$ cat src/rtl/core/edf_pkg.sv
// shared types, constants and codes of the deadline scheduler
package edf_pkg;

    // table size and the widths that follow from it
    localparam int TABLE_DEPTH = 16;
    localparam int IDX_W       = $clog2(TABLE_DEPTH);
    localparam int CNT_W       = $clog2(TABLE_DEPTH + 1);

    // opcodes
    localparam logic [1:0] OP_RELEASE  = 2'd0;
    localparam logic [1:0] OP_COMPLETE = 2'd1;
    localparam logic [1:0] OP_COUNTS   = 2'd2;
    localparam logic [1:0] OP_IGNORED  = 2'd3;

    // release kinds
    localparam logic PERIODIC  = 1'b0;
    localparam logic APERIODIC = 1'b1;

    // event codes
    localparam logic [2:0] EV_RELEASED = 3'd0;
    localparam logic [2:0] EV_ON_TIME  = 3'd1;
    localparam logic [2:0] EV_OVERDUE  = 3'd2;
    localparam logic [2:0] EV_COUNTS   = 3'd3;
    localparam logic [2:0] EV_FULL     = 3'd4;
    localparam logic [2:0] EV_EMPTY    = 3'd5;

    typedef struct packed {
        logic [1:0]  opcode;
        logic [7:0]  user_task;
        logic        aperiodic;
        logic [31:0] job_id;
        logic [31:0] release_tick;
        logic [31:0] deadline_tick;
        logic [31:0] finish_tick;
    } t_in_word;

    typedef struct packed {
        logic [2:0]  event_res;
        logic [7:0]  event_task;
        logic [31:0] event_tick;
        logic        head_valid;
        logic [31:0] head_job;
        logic [7:0]  head_task;
        logic        head_first_start;
        logic        demote_valid;
        logic [31:0] demote_job;
        logic [4:0]  active_total;
        logic [15:0] on_time_total;
        logic [15:0] overdue_total;
    } t_out_word;

    // one table entry
    typedef struct packed {
        logic [31:0] deadline;
        logic [31:0] job;
        logic        started;
        logic        aper;
        logic [7:0]  task_tag;
    } t_entry;

    typedef enum logic [1:0] {
        A_ZERO,
        A_ONE,
        A_PTR,
        A_PTRM1
    } t_addr_sel;

    typedef enum logic [1:0] {
        W_RDATA,
        W_NEW,
        W_STARTED
    } t_wdata_sel;

    typedef enum logic [2:0] {
        P_HOLD,
        P_FILL,
        P_ONE,
        P_INC,
        P_DEC
    } t_ptr_op;

    typedef enum logic [2:0] {
        E_FULL,
        E_EMPTY,
        E_COUNTS,
        E_RELEASED,
        E_DONE
    } t_ev_sel;

    // controller to datapath
    typedef struct packed {
        logic       load_in;
        logic       rd_en;
        t_addr_sel  rd_sel;
        logic       wr_en;
        t_addr_sel  wr_sel;
        t_wdata_sel wd_sel;
        t_ptr_op    ptr_op;
        logic       fill_inc;
        logic       fill_dec;
        logic       ev_set;
        t_ev_sel    ev_sel;
        logic       head_clear;
        logic       head_capture;
        logic       first_capture;
        logic       demote_capture;
        logic       out_load;
    } t_ctrl_cmd;

    // datapath to controller
    typedef struct packed {
        logic [1:0] opcode;
        logic       aperiodic;
        logic       fill_full;
        logic       fill_zero;
        logic       fill_gt1;
        logic       ptr_zero;
        logic       ptr_ge_fill;
        logic       scan_pred;
        logic       out_free;
    } t_dp_status;

endpackage

$ cat src/rtl/core/edf_deadline_scheduler_core.sv
// earliest-deadline-first scheduler top level: controller plus table datapath
// per word: counts, full and empty words go from decode to the head read and out; a periodic
//   release first moves later entries up one slot, a completion moves every entry down one slot
// throughput: one word at a time, the next taken the cycle after the result is loaded;
//   a table walk goes one entry at a time through the registered read port
// reset: synchronous, active low; clears controller, fill, counts and output valid, not the table
module edf_deadline_scheduler_core (
    input  logic               i_clk,
    input  logic               i_rst_n,
    input  logic               i_in_valid,
    output logic               o_in_ready,
    input  edf_pkg::t_in_word  i_in_word,
    output logic               o_out_valid,
    input  logic               i_out_ready,
    output edf_pkg::t_out_word o_out_word
);
    import edf_pkg::*;

    // command and status between the two halves
    t_ctrl_cmd  ctrl_cmd;
    t_dp_status dp_status;

    // controller: decodes the latched word and steps the table walks
    edf_ctrl u_ctrl (
        .i_clk      (i_clk),
        .i_rst_n    (i_rst_n),
        .i_in_valid (i_in_valid),
        .o_in_ready (o_in_ready),
        .i_status   (dp_status),
        .o_cmd      (ctrl_cmd)
    );

    // datapath: table memory, walk pointer, counts and the output register
    // the output register lets a new word in while the last result waits
    edf_dpath u_dpath (
        .i_clk       (i_clk),
        .i_rst_n     (i_rst_n),
        .i_in_word   (i_in_word),
        .i_cmd       (ctrl_cmd),
        .o_status    (dp_status),
        .o_out_valid (o_out_valid),
        .i_out_ready (i_out_ready),
        .o_out_word  (o_out_word)
    );

endmodule

$ cat src/rtl/core/edf_dpath.sv
// deadline scheduler datapath: task table, pointer, counters, result and output registers
module edf_dpath (
    input  logic               i_clk,
    input  logic               i_rst_n,
    input  edf_pkg::t_in_word  i_in_word,
    input  edf_pkg::t_ctrl_cmd i_cmd,
    output edf_pkg::t_dp_status o_status,
    output logic               o_out_valid,
    input  logic               i_out_ready,
    output edf_pkg::t_out_word o_out_word
);
    import edf_pkg::*;

    t_entry             r_mem [TABLE_DEPTH];
    t_entry             r_rdata;
    t_in_word           r_in;
    logic [CNT_W-1:0]   r_ptr;
    logic [CNT_W-1:0]   r_fill;
    logic [15:0]        r_on_time;
    logic [15:0]        r_overdue;
    logic [2:0]         r_ev_res;
    logic [7:0]         r_ev_task;
    logic [31:0]        r_ev_tick;
    logic               r_head_valid;
    logic [31:0]        r_head_job;
    logic [7:0]         r_head_task;
    logic               r_first;
    logic               r_dem_valid;
    logic [31:0]        r_dem_job;
    logic               r_out_valid;
    t_out_word          r_out;

    logic [IDX_W-1:0]   rd_addr;
    logic [IDX_W-1:0]   wr_addr;
    logic [CNT_W-1:0]   ptr_m1;
    t_entry             wr_data;
    logic               on_time;

    function automatic logic [IDX_W-1:0] pick_addr(t_addr_sel sel, logic [CNT_W-1:0] ptr,
                                                   logic [CNT_W-1:0] ptrm1);
        logic [IDX_W-1:0] a;
        case (sel)
            A_ZERO:  a = '0;
            A_ONE:   a = IDX_W'(1);
            A_PTR:   a = ptr[IDX_W-1:0];
            A_PTRM1: a = ptrm1[IDX_W-1:0];
            default: a = '0;
        endcase
        return a;
    endfunction

    assign ptr_m1  = r_ptr - CNT_W'(1);
    assign rd_addr = pick_addr(i_cmd.rd_sel, r_ptr, ptr_m1);
    assign wr_addr = pick_addr(i_cmd.wr_sel, r_ptr, ptr_m1);
    assign on_time = (r_in.finish_tick <= r_rdata.deadline);

    always_comb begin
        case (i_cmd.wd_sel)
            W_NEW: begin
                wr_data.deadline = r_in.deadline_tick;
                wr_data.job      = r_in.job_id;
                wr_data.started  = 1'b0;
                wr_data.aper     = r_in.aperiodic;
                wr_data.task_tag = r_in.user_task;
            end
            W_STARTED: begin
                wr_data         = r_rdata;
                wr_data.started = 1'b1;
            end
            default: wr_data = r_rdata;
        endcase
    end

    // task table, registered read
    always_ff @(posedge i_clk) begin
        if (i_cmd.wr_en) begin
            r_mem[wr_addr] <= wr_data;
        end
        if (i_cmd.rd_en) begin
            r_rdata <= r_mem[rd_addr];
        end
    end

    // input latch and walk pointer
    always_ff @(posedge i_clk) begin
        if (i_cmd.load_in) begin
            r_in <= i_in_word;
        end
        case (i_cmd.ptr_op)
            P_FILL:  r_ptr <= r_fill;
            P_ONE:   r_ptr <= CNT_W'(1);
            P_INC:   r_ptr <= r_ptr + CNT_W'(1);
            P_DEC:   r_ptr <= ptr_m1;
            default: r_ptr <= r_ptr;
        endcase
    end

    // fill and saturating completion counts
    always_ff @(posedge i_clk) begin
        if (!i_rst_n) begin
            r_fill    <= '0;
            r_on_time <= '0;
            r_overdue <= '0;
        end else begin
            if (i_cmd.fill_inc) begin
                r_fill <= r_fill + CNT_W'(1);
            end else if (i_cmd.fill_dec) begin
                r_fill <= r_fill - CNT_W'(1);
            end
            if (i_cmd.ev_set && i_cmd.ev_sel == E_DONE) begin
                if (on_time && r_on_time != '1) begin
                    r_on_time <= r_on_time + 16'd1;
                end
                if (!on_time && r_overdue != '1) begin
                    r_overdue <= r_overdue + 16'd1;
                end
            end
        end
    end

    // result fields
    always_ff @(posedge i_clk) begin
        if (i_cmd.ev_set) begin
            case (i_cmd.ev_sel)
                E_FULL: begin
                    r_ev_res  <= EV_FULL;
                    r_ev_task <= r_in.user_task;
                    r_ev_tick <= r_in.release_tick;
                end
                E_EMPTY: begin
                    r_ev_res  <= EV_EMPTY;
                    r_ev_task <= '0;
                    r_ev_tick <= r_in.finish_tick;
                end
                E_RELEASED: begin
                    r_ev_res  <= EV_RELEASED;
                    r_ev_task <= r_in.user_task;
                    r_ev_tick <= r_in.release_tick;
                end
                E_DONE: begin
                    r_ev_res  <= on_time ? EV_ON_TIME : EV_OVERDUE;
                    r_ev_task <= r_rdata.task_tag;
                    r_ev_tick <= r_in.finish_tick;
                end
                default: begin
                    r_ev_res  <= EV_COUNTS;
                    r_ev_task <= '0;
                    r_ev_tick <= '0;
                end
            endcase
        end
        if (i_cmd.head_clear) begin
            r_head_valid <= 1'b0;
            r_head_job   <= '0;
            r_head_task  <= '0;
            r_first      <= 1'b0;
            r_dem_valid  <= 1'b0;
            r_dem_job    <= '0;
        end else begin
            if (i_cmd.head_capture) begin
                r_head_valid <= 1'b1;
                r_head_job   <= r_rdata.job;
                r_head_task  <= r_rdata.task_tag;
            end
            if (i_cmd.first_capture) begin
                r_first <= !r_rdata.started;
            end
            if (i_cmd.demote_capture && r_rdata.started) begin
                r_dem_valid <= 1'b1;
                r_dem_job   <= r_rdata.job;
            end
        end
    end

    // output stage
    always_ff @(posedge i_clk) begin
        if (!i_rst_n) begin
            r_out_valid <= 1'b0;
        end else if (i_cmd.out_load) begin
            r_out_valid <= 1'b1;
        end else if (i_out_ready) begin
            r_out_valid <= 1'b0;
        end
        if (i_cmd.out_load) begin
            r_out.event_res        <= r_ev_res;
            r_out.event_task       <= r_ev_task;
            r_out.event_tick       <= r_ev_tick;
            r_out.head_valid       <= r_head_valid;
            r_out.head_job         <= r_head_job;
            r_out.head_task        <= r_head_task;
            r_out.head_first_start <= r_first;
            r_out.demote_valid     <= r_dem_valid;
            r_out.demote_job       <= r_dem_job;
            r_out.active_total     <= 5'(r_fill);
            r_out.on_time_total    <= r_on_time;
            r_out.overdue_total    <= r_overdue;
        end
    end

    assign o_out_valid = r_out_valid;
    assign o_out_word  = r_out;

    assign o_status.opcode      = r_in.opcode;
    assign o_status.aperiodic   = r_in.aperiodic;
    assign o_status.fill_full   = (r_fill >= CNT_W'(TABLE_DEPTH));
    assign o_status.fill_zero   = (r_fill == '0);
    assign o_status.fill_gt1    = (r_fill > CNT_W'(1));
    assign o_status.ptr_zero    = (r_ptr == '0);
    assign o_status.ptr_ge_fill = (r_ptr >= r_fill);
    assign o_status.scan_pred   = r_rdata.aper || (r_rdata.deadline > r_in.deadline_tick);
    assign o_status.out_free    = !r_out_valid || i_out_ready;

endmodule

$ cat src/rtl/core/edf_ctrl.sv
// deadline scheduler controller: sequences the table walks for each word
module edf_ctrl (
    input  logic                i_clk,
    input  logic                i_rst_n,
    input  logic                i_in_valid,
    output logic                o_in_ready,
    input  edf_pkg::t_dp_status i_status,
    output edf_pkg::t_ctrl_cmd  o_cmd
);
    import edf_pkg::*;

    typedef enum logic [3:0] {
        S_IDLE,
        S_DECODE,
        S_SCAN_RD,
        S_SCAN_EV,
        S_INS_WR,
        S_CMP_EV,
        S_SH_RD,
        S_SH_WR,
        S_HEAD_RD,
        S_HEAD_EV,
        S_DEM_EV,
        S_FINISH
    } t_state;

    t_state r_state;
    t_state n_state;
    logic   r_sched;
    logic   n_sched;

    assign o_in_ready = (r_state == S_IDLE);

    always_comb begin
        o_cmd   = '0;
        n_state = r_state;
        n_sched = r_sched;
        unique case (r_state)
            S_IDLE: begin
                if (i_in_valid) begin
                    o_cmd.load_in = 1'b1;
                    n_state       = S_DECODE;
                end
            end
            S_DECODE: begin
                n_sched = 1'b0;
                unique case (i_status.opcode)
                    OP_RELEASE: begin
                        if (i_status.fill_full) begin
                            o_cmd.ev_set = 1'b1;
                            o_cmd.ev_sel = E_FULL;
                            n_state      = S_HEAD_RD;
                        end else begin
                            o_cmd.ptr_op = P_FILL;
                            n_state = (i_status.aperiodic == APERIODIC) ? S_INS_WR : S_SCAN_RD;
                        end
                    end
                    OP_COMPLETE: begin
                        if (i_status.fill_zero) begin
                            o_cmd.ev_set = 1'b1;
                            o_cmd.ev_sel = E_EMPTY;
                            n_state      = S_HEAD_RD;
                        end else begin
                            o_cmd.rd_en  = 1'b1;
                            o_cmd.rd_sel = A_ZERO;
                            n_state      = S_CMP_EV;
                        end
                    end
                    OP_COUNTS: begin
                        o_cmd.ev_set = 1'b1;
                        o_cmd.ev_sel = E_COUNTS;
                        n_state      = S_HEAD_RD;
                    end
                    default: n_state = S_IDLE;
                endcase
            end
            // walk back from the tail, moving later entries up one slot
            S_SCAN_RD: begin
                if (i_status.ptr_zero) begin
                    n_state = S_INS_WR;
                end else begin
                    o_cmd.rd_en  = 1'b1;
                    o_cmd.rd_sel = A_PTRM1;
                    n_state      = S_SCAN_EV;
                end
            end
            S_SCAN_EV: begin
                if (i_status.scan_pred) begin
                    o_cmd.wr_en  = 1'b1;
                    o_cmd.wr_sel = A_PTR;
                    o_cmd.wd_sel = W_RDATA;
                    o_cmd.ptr_op = P_DEC;
                    n_state      = S_SCAN_RD;
                end else begin
                    n_state = S_INS_WR;
                end
            end
            S_INS_WR: begin
                o_cmd.wr_en    = 1'b1;
                o_cmd.wr_sel   = A_PTR;
                o_cmd.wd_sel   = W_NEW;
                o_cmd.fill_inc = 1'b1;
                o_cmd.ev_set   = 1'b1;
                o_cmd.ev_sel   = E_RELEASED;
                n_sched        = 1'b1;
                n_state        = S_HEAD_RD;
            end
            S_CMP_EV: begin
                o_cmd.ev_set = 1'b1;
                o_cmd.ev_sel = E_DONE;
                o_cmd.ptr_op = P_ONE;
                n_state      = S_SH_RD;
            end
            // pop the head: move every entry down one slot
            S_SH_RD: begin
                if (i_status.ptr_ge_fill) begin
                    o_cmd.fill_dec = 1'b1;
                    n_sched        = 1'b1;
                    n_state        = S_HEAD_RD;
                end else begin
                    o_cmd.rd_en  = 1'b1;
                    o_cmd.rd_sel = A_PTR;
                    n_state      = S_SH_WR;
                end
            end
            S_SH_WR: begin
                o_cmd.wr_en  = 1'b1;
                o_cmd.wr_sel = A_PTRM1;
                o_cmd.wd_sel = W_RDATA;
                o_cmd.ptr_op = P_INC;
                n_state      = S_SH_RD;
            end
            S_HEAD_RD: begin
                o_cmd.head_clear = 1'b1;
                if (i_status.fill_zero) begin
                    n_state = S_FINISH;
                end else begin
                    o_cmd.rd_en  = 1'b1;
                    o_cmd.rd_sel = A_ZERO;
                    n_state      = S_HEAD_EV;
                end
            end
            S_HEAD_EV: begin
                o_cmd.head_capture = 1'b1;
                n_state            = S_FINISH;
                if (r_sched) begin
                    o_cmd.first_capture = 1'b1;
                    o_cmd.wr_en         = 1'b1;
                    o_cmd.wr_sel        = A_ZERO;
                    o_cmd.wd_sel        = W_STARTED;
                    if (i_status.fill_gt1) begin
                        o_cmd.rd_en  = 1'b1;
                        o_cmd.rd_sel = A_ONE;
                        n_state      = S_DEM_EV;
                    end
                end
            end
            S_DEM_EV: begin
                o_cmd.demote_capture = 1'b1;
                n_state              = S_FINISH;
            end
            S_FINISH: begin
                if (i_status.out_free) begin
                    o_cmd.out_load = 1'b1;
                    n_state        = S_IDLE;
                end
            end
            default: n_state = S_IDLE;
        endcase
    end

    always_ff @(posedge i_clk) begin
        if (!i_rst_n) begin
            r_state <= S_IDLE;
            r_sched <= 1'b0;
        end else begin
            r_state <= n_state;
            r_sched <= n_sched;
        end
    end

endmodule

$ cat config.mk
export PLATFORM = sky130hd
export DESIGN_NAME = edf_deadline_scheduler_core
export DESIGN_NICKNAME = d
export VERILOG_FILES = /design/src/rtl/core/edf_pkg.sv /design/src/rtl/core/edf_deadline_scheduler_core.sv /design/src/rtl/core/edf_dpath.sv /design/src/rtl/core/edf_ctrl.sv
export SDC_FILE = /design/constraint.sdc
export NUM_CORES = 2
export LEC_CHECK = 0
export BUFFER_PORTS_ARGS = -buffer_cell sky130_fd_sc_hd__buf_2
export CAP_MARGIN = 20
export CORE_MARGIN = 1.5
export CORE_UTILIZATION = 41
export CTS_CLUSTER_SIZE = 12
export DETAILED_ROUTE_END_ITERATION = 8
export PLACE_DENSITY = 0.59
export RECOVER_POWER = 50
export SLEW_MARGIN = 20
export SYNTH_ARGS = -nofsm -noshare
export SYNTH_HDL_FRONTEND = slang
export SYNTH_SLANG_ARGS = --single-unit
export TNS_END_PERCENT = 10
$ cat constraint.sdc
create_clock -name i_clk -period 10.1 [get_ports i_clk]
set_input_delay 2.02 -clock i_clk [delete_from_list [all_inputs] [get_ports i_clk]]
set_output_delay 2.02 -clock i_clk [all_outputs]
set_load 0.02 [all_outputs]
==> results.py <==
metrics = {
    "cts": {
        "postCtsSetupRepairBufs": 0,
        "cts_max_level": 4,
        "clock_latency_ps": 810,
        "clock-sinks": 1718,
        "ctsRootBufferMaster": "clkbuf_16",
        "cts_tree": "built",
        "numCtsBuffers": 172,
        "cts_buffer_depth": 3,
        "path_clk_slew_ps": 60,
        "hold_buffers": 0,
        "ctsResizeCount": 0,
    },
    "logic_synthesis": {
        "ys_warn_count": 0,
        "avgSynthCellArea_um2": 13.05,
        "synth_top_family_by_area": "simple AND/OR/NAND/NOR gates",
        "synth_adder_area_share_pct": 1.442,
        "synth_compound_gate_area_share_pct": 5.639,
        "synthFlopType": "edfxtp_1",
        "synth_area_um2": 67700,
        "yosysMostFrequentCell": "edfxtp_1",
        "syn_nets": 5408,
        "yosys.area_share.simple_pct": 15.38,
        "synth-seq-cells": 1718,
        "synth.top_cell.area_share_pct": 70.97,
        "synthTopCellsByCount": "edfxtp_1 (1600), nand2_1 (1453), nand3_1 (616), a21oi_1 (425), buf_2 (183)",
        "synth_edf_count": 1600,
        "ys_top_cells_by_area": "edfxtp_1 (71%), nand2_1 (8.1%), nand3_1 (4.6%)",
        "synth_cell_types": 72,
        "yosys.area_share.xor_xnor_pct": 0.2846,
        "synth_seq_area_share_pct": 74.46,
        "async_flop_share_pct": 0,
        "netlist_instances": 5187,
        "yosysTopAreaCell": "edfxtp_1",
        "synth.area.mux_share_pct": 0.1793,
    },
    "floorplan": {
        "die_h_um": 409.4,
        "ios": 300,
        "die_x_um": 409.4,
        "core_um2": 163300,
        "start_util_pct": 41.45,
        "die_area_um2": 167600,
        "placementRows": 148,
    },
    "timing": {
        "finalSetupTns_ps": 0,
        "relSlewSlack_pct": -182.0,
        "fmax_mhz": 136.4,
        "fin_crit_sh_pct": 72.57,
        "hold_viol": 0,
        "tightest_slew_ps": 4230,
        "finalCriticalPeriod_ps": 7329,
        "rsz0062_at_grt": "false",
        "finClkSkew_ps": 22.62,
        "finalSetupViolations": 0,
        "slew_violations": 1032,
    },
    "grt": {
        "use_met2_pct": 32.17,
        "antenna_found_initial": 22,
        "grt_pass1_vias": 40270,
        "track_usage_pct": 20.90,
        "grt_pass1_wl_mm": 262.8,
        "grt_use_met1_pct": 29.43,
        "busiest_layer": "met2",
        "use_met3_pct": 4.804,
        "grt_max_degree": 191,
        "overflow": 0,
    },
    "outcome": {
        "status": "finished, violations left",
        "violations": "capacitance limit, slew limit",
    },
    "power": {
        "p_switching_w": 0.005379,
        "combPwrFrac_pct": 17.4,
        "sw_frac_of_total_pct": 29.06,
        "clkPwrFrac_pct": 31.7,
        "power_density_nw_per_um2": 244.0,
        "p_int_w": 0.01313,
        "ir_worst_vdd_uv": 171.8,
        "power_frac_seq_pct": 50.9,
        "p_leak_nw": 25.96,
    },
    "critical_path": {
        "cp-end-kind": "flop",
        "worstPathRequired_ps": 10610,
        "slowest_stage": "nor2b_1",
        "critical_path_class": "flop to flop",
        "crit_buf_inv": 1,
        "cp-start-kind": "flop",
        "critPathTopFamily": "simple AND/OR/NAND/NOR gates",
        "cp_max_fo": 50,
        "path_depth": 7,
        "rr_worst_depth": 7,
        "critical_path.max_stage_delay_ps": 2350,
        "crit_arrival_ps": 7840,
        "worstPathCellList": "nor2_1 > and3_1 > nand2_1 > ha_1 > nor2b_1 > buf_4 > a22o_1",
        "rrSetupSlack_ps": 2770,
    },
    "min_path": {
        "min_path_type": "flop to flop",
        "hold_depth": 0,
    },
    "place": {
        "place.gp.congestion": 0.8244,
        "port_buffers": 299,
        "dp_cells": 7421,
        "dp_hpwl_mm": 101.4,
    },
    "detailed_routing": {
        "dr.first_iter.drc_count": 4540,
        "post_drt_wl_per_cell_um": 23.12,
        "ant_nets": 0,
        "vias": 41880,
        "drtPass1Iterations": 5,
        "drc": 0,
        "vias_per_cell": 5.429,
        "wl_mm": 178.3,
    },
    "layout": {
        "nets": 5641,
        "area_growth_pct": 12.04,
        "fin_cells": 7714,
        "drive_above_1_share_pct": 7.785,
    },
    "run": {
        "maxCapViolations": 28,
    },
}
## metal layers
| metal | up-vias | part of all wire [%] |
|---|---|---|
| met1 | 20800 | 44 |
| li1 | 19230 | - |
| met3 | 264 | 8.3 |
| met4 | 16 | 2.6 |
| met5 | - | 0.058 |
| met2 | 1569 | 45 |
## final cells by class
cell class | count | area, µm²
fillers | 14480 | 87470
flip-flops and latches | 1718 | 50410
multi-input cells | 3083 | 15630
clock buffers | 241 | 4668
well taps | 2175 | 2721
repair buffers | 364 | 1742
clock inverters | 49 | 374.1
inverters | 81 | 304.0
diodes | 3 | 7.507
## cells by family after synthesis
logic type,after synthesis
flops,1718
compound gates,642
fa+ha+maj,78
xor+xnor,22
simple gates,2329
mux,12
buf+inv,386
## state kept, by name, indices dropped and copies added, names as in the netlist, 8 cells and up
name,count
u_dpath.r_in,136
u_dpath.r_head_job,32
u_dpath.r_dem_job,32
u_dpath.r_rdata,74
u_dpath.r_overdue,16
u_dpath.r_head_task,8
u_dpath.r_ev_task,8
u_dpath.r_mem,1184
u_dpath.o_out_word,155
u_dpath.r_ev_tick,32
u_dpath.r_on_time,16
## per-stage QoR
stage	instance area, µm²	total power (W)	setup slack [ps]	hold WS (ps)	utilization (%)
after floorplan	67700	0.01155	422.9	400.3	-
after global placement	71240	0.01273	4903	400.6	43.62
after detailed placement	71260	0.01278	4777	404.5	43.63
after CTS	76300	0.01863	4756	413.8	46.72
after global routing	75850	0.01928	2341	423.9	46.44
final	75860	0.01851	2771	415.7	46.44
## final timing paths
| check | start | end |
|---|---|---|
| setup / recovery | u_ctrl.r_state[1] | u_dpath.r_mem[1][65] |
| hold reg to reg | u_dpath.r_ev_tick[19] | u_dpath.o_out_word[131] |
| hold / removal | u_dpath.r_ev_tick[19] | u_dpath.o_out_word[131] |
| setup reg to reg | u_ctrl.r_state[1] | u_dpath.r_mem[1][65] |
## layout by cell type, fill, tap and decap left out, types with 12 or more instances in the layout
cell	count
nor2_1	58
a21oi_1	424
nor4_1	18
nand4_1	24
dfxtp_1	118
xor2_1	12
nor2b_1	14
and3_1	13
nand2_1	1453
nand3_1	615
clkbuf_16	176
ha_1	78
a22o_1	82
nor3_1	18
nor4_2	61
inv_1	80
clkbuf_1	279
buf_2	96
buf_4	46
nand2b_1	18
a21o_1	12
o21ai_0	53
clkinv_1	31
edfxtp_1	1600
## power groups by stage
stage	clock network (W)	logic, W	registers (W)
6_report	0.00587	0.00322	0.00942
5_1_grt	0.00623	0.00357	0.00948
4_1_cts	0.00598	0.00327	0.00938
3_5_place_dp	0	0.00326	0.00953
3_3_place_gp	0	0.00322	0.00951
2_1_floorplan	0	0.00220	0.00935
Power figures use the tool's default switching activity.
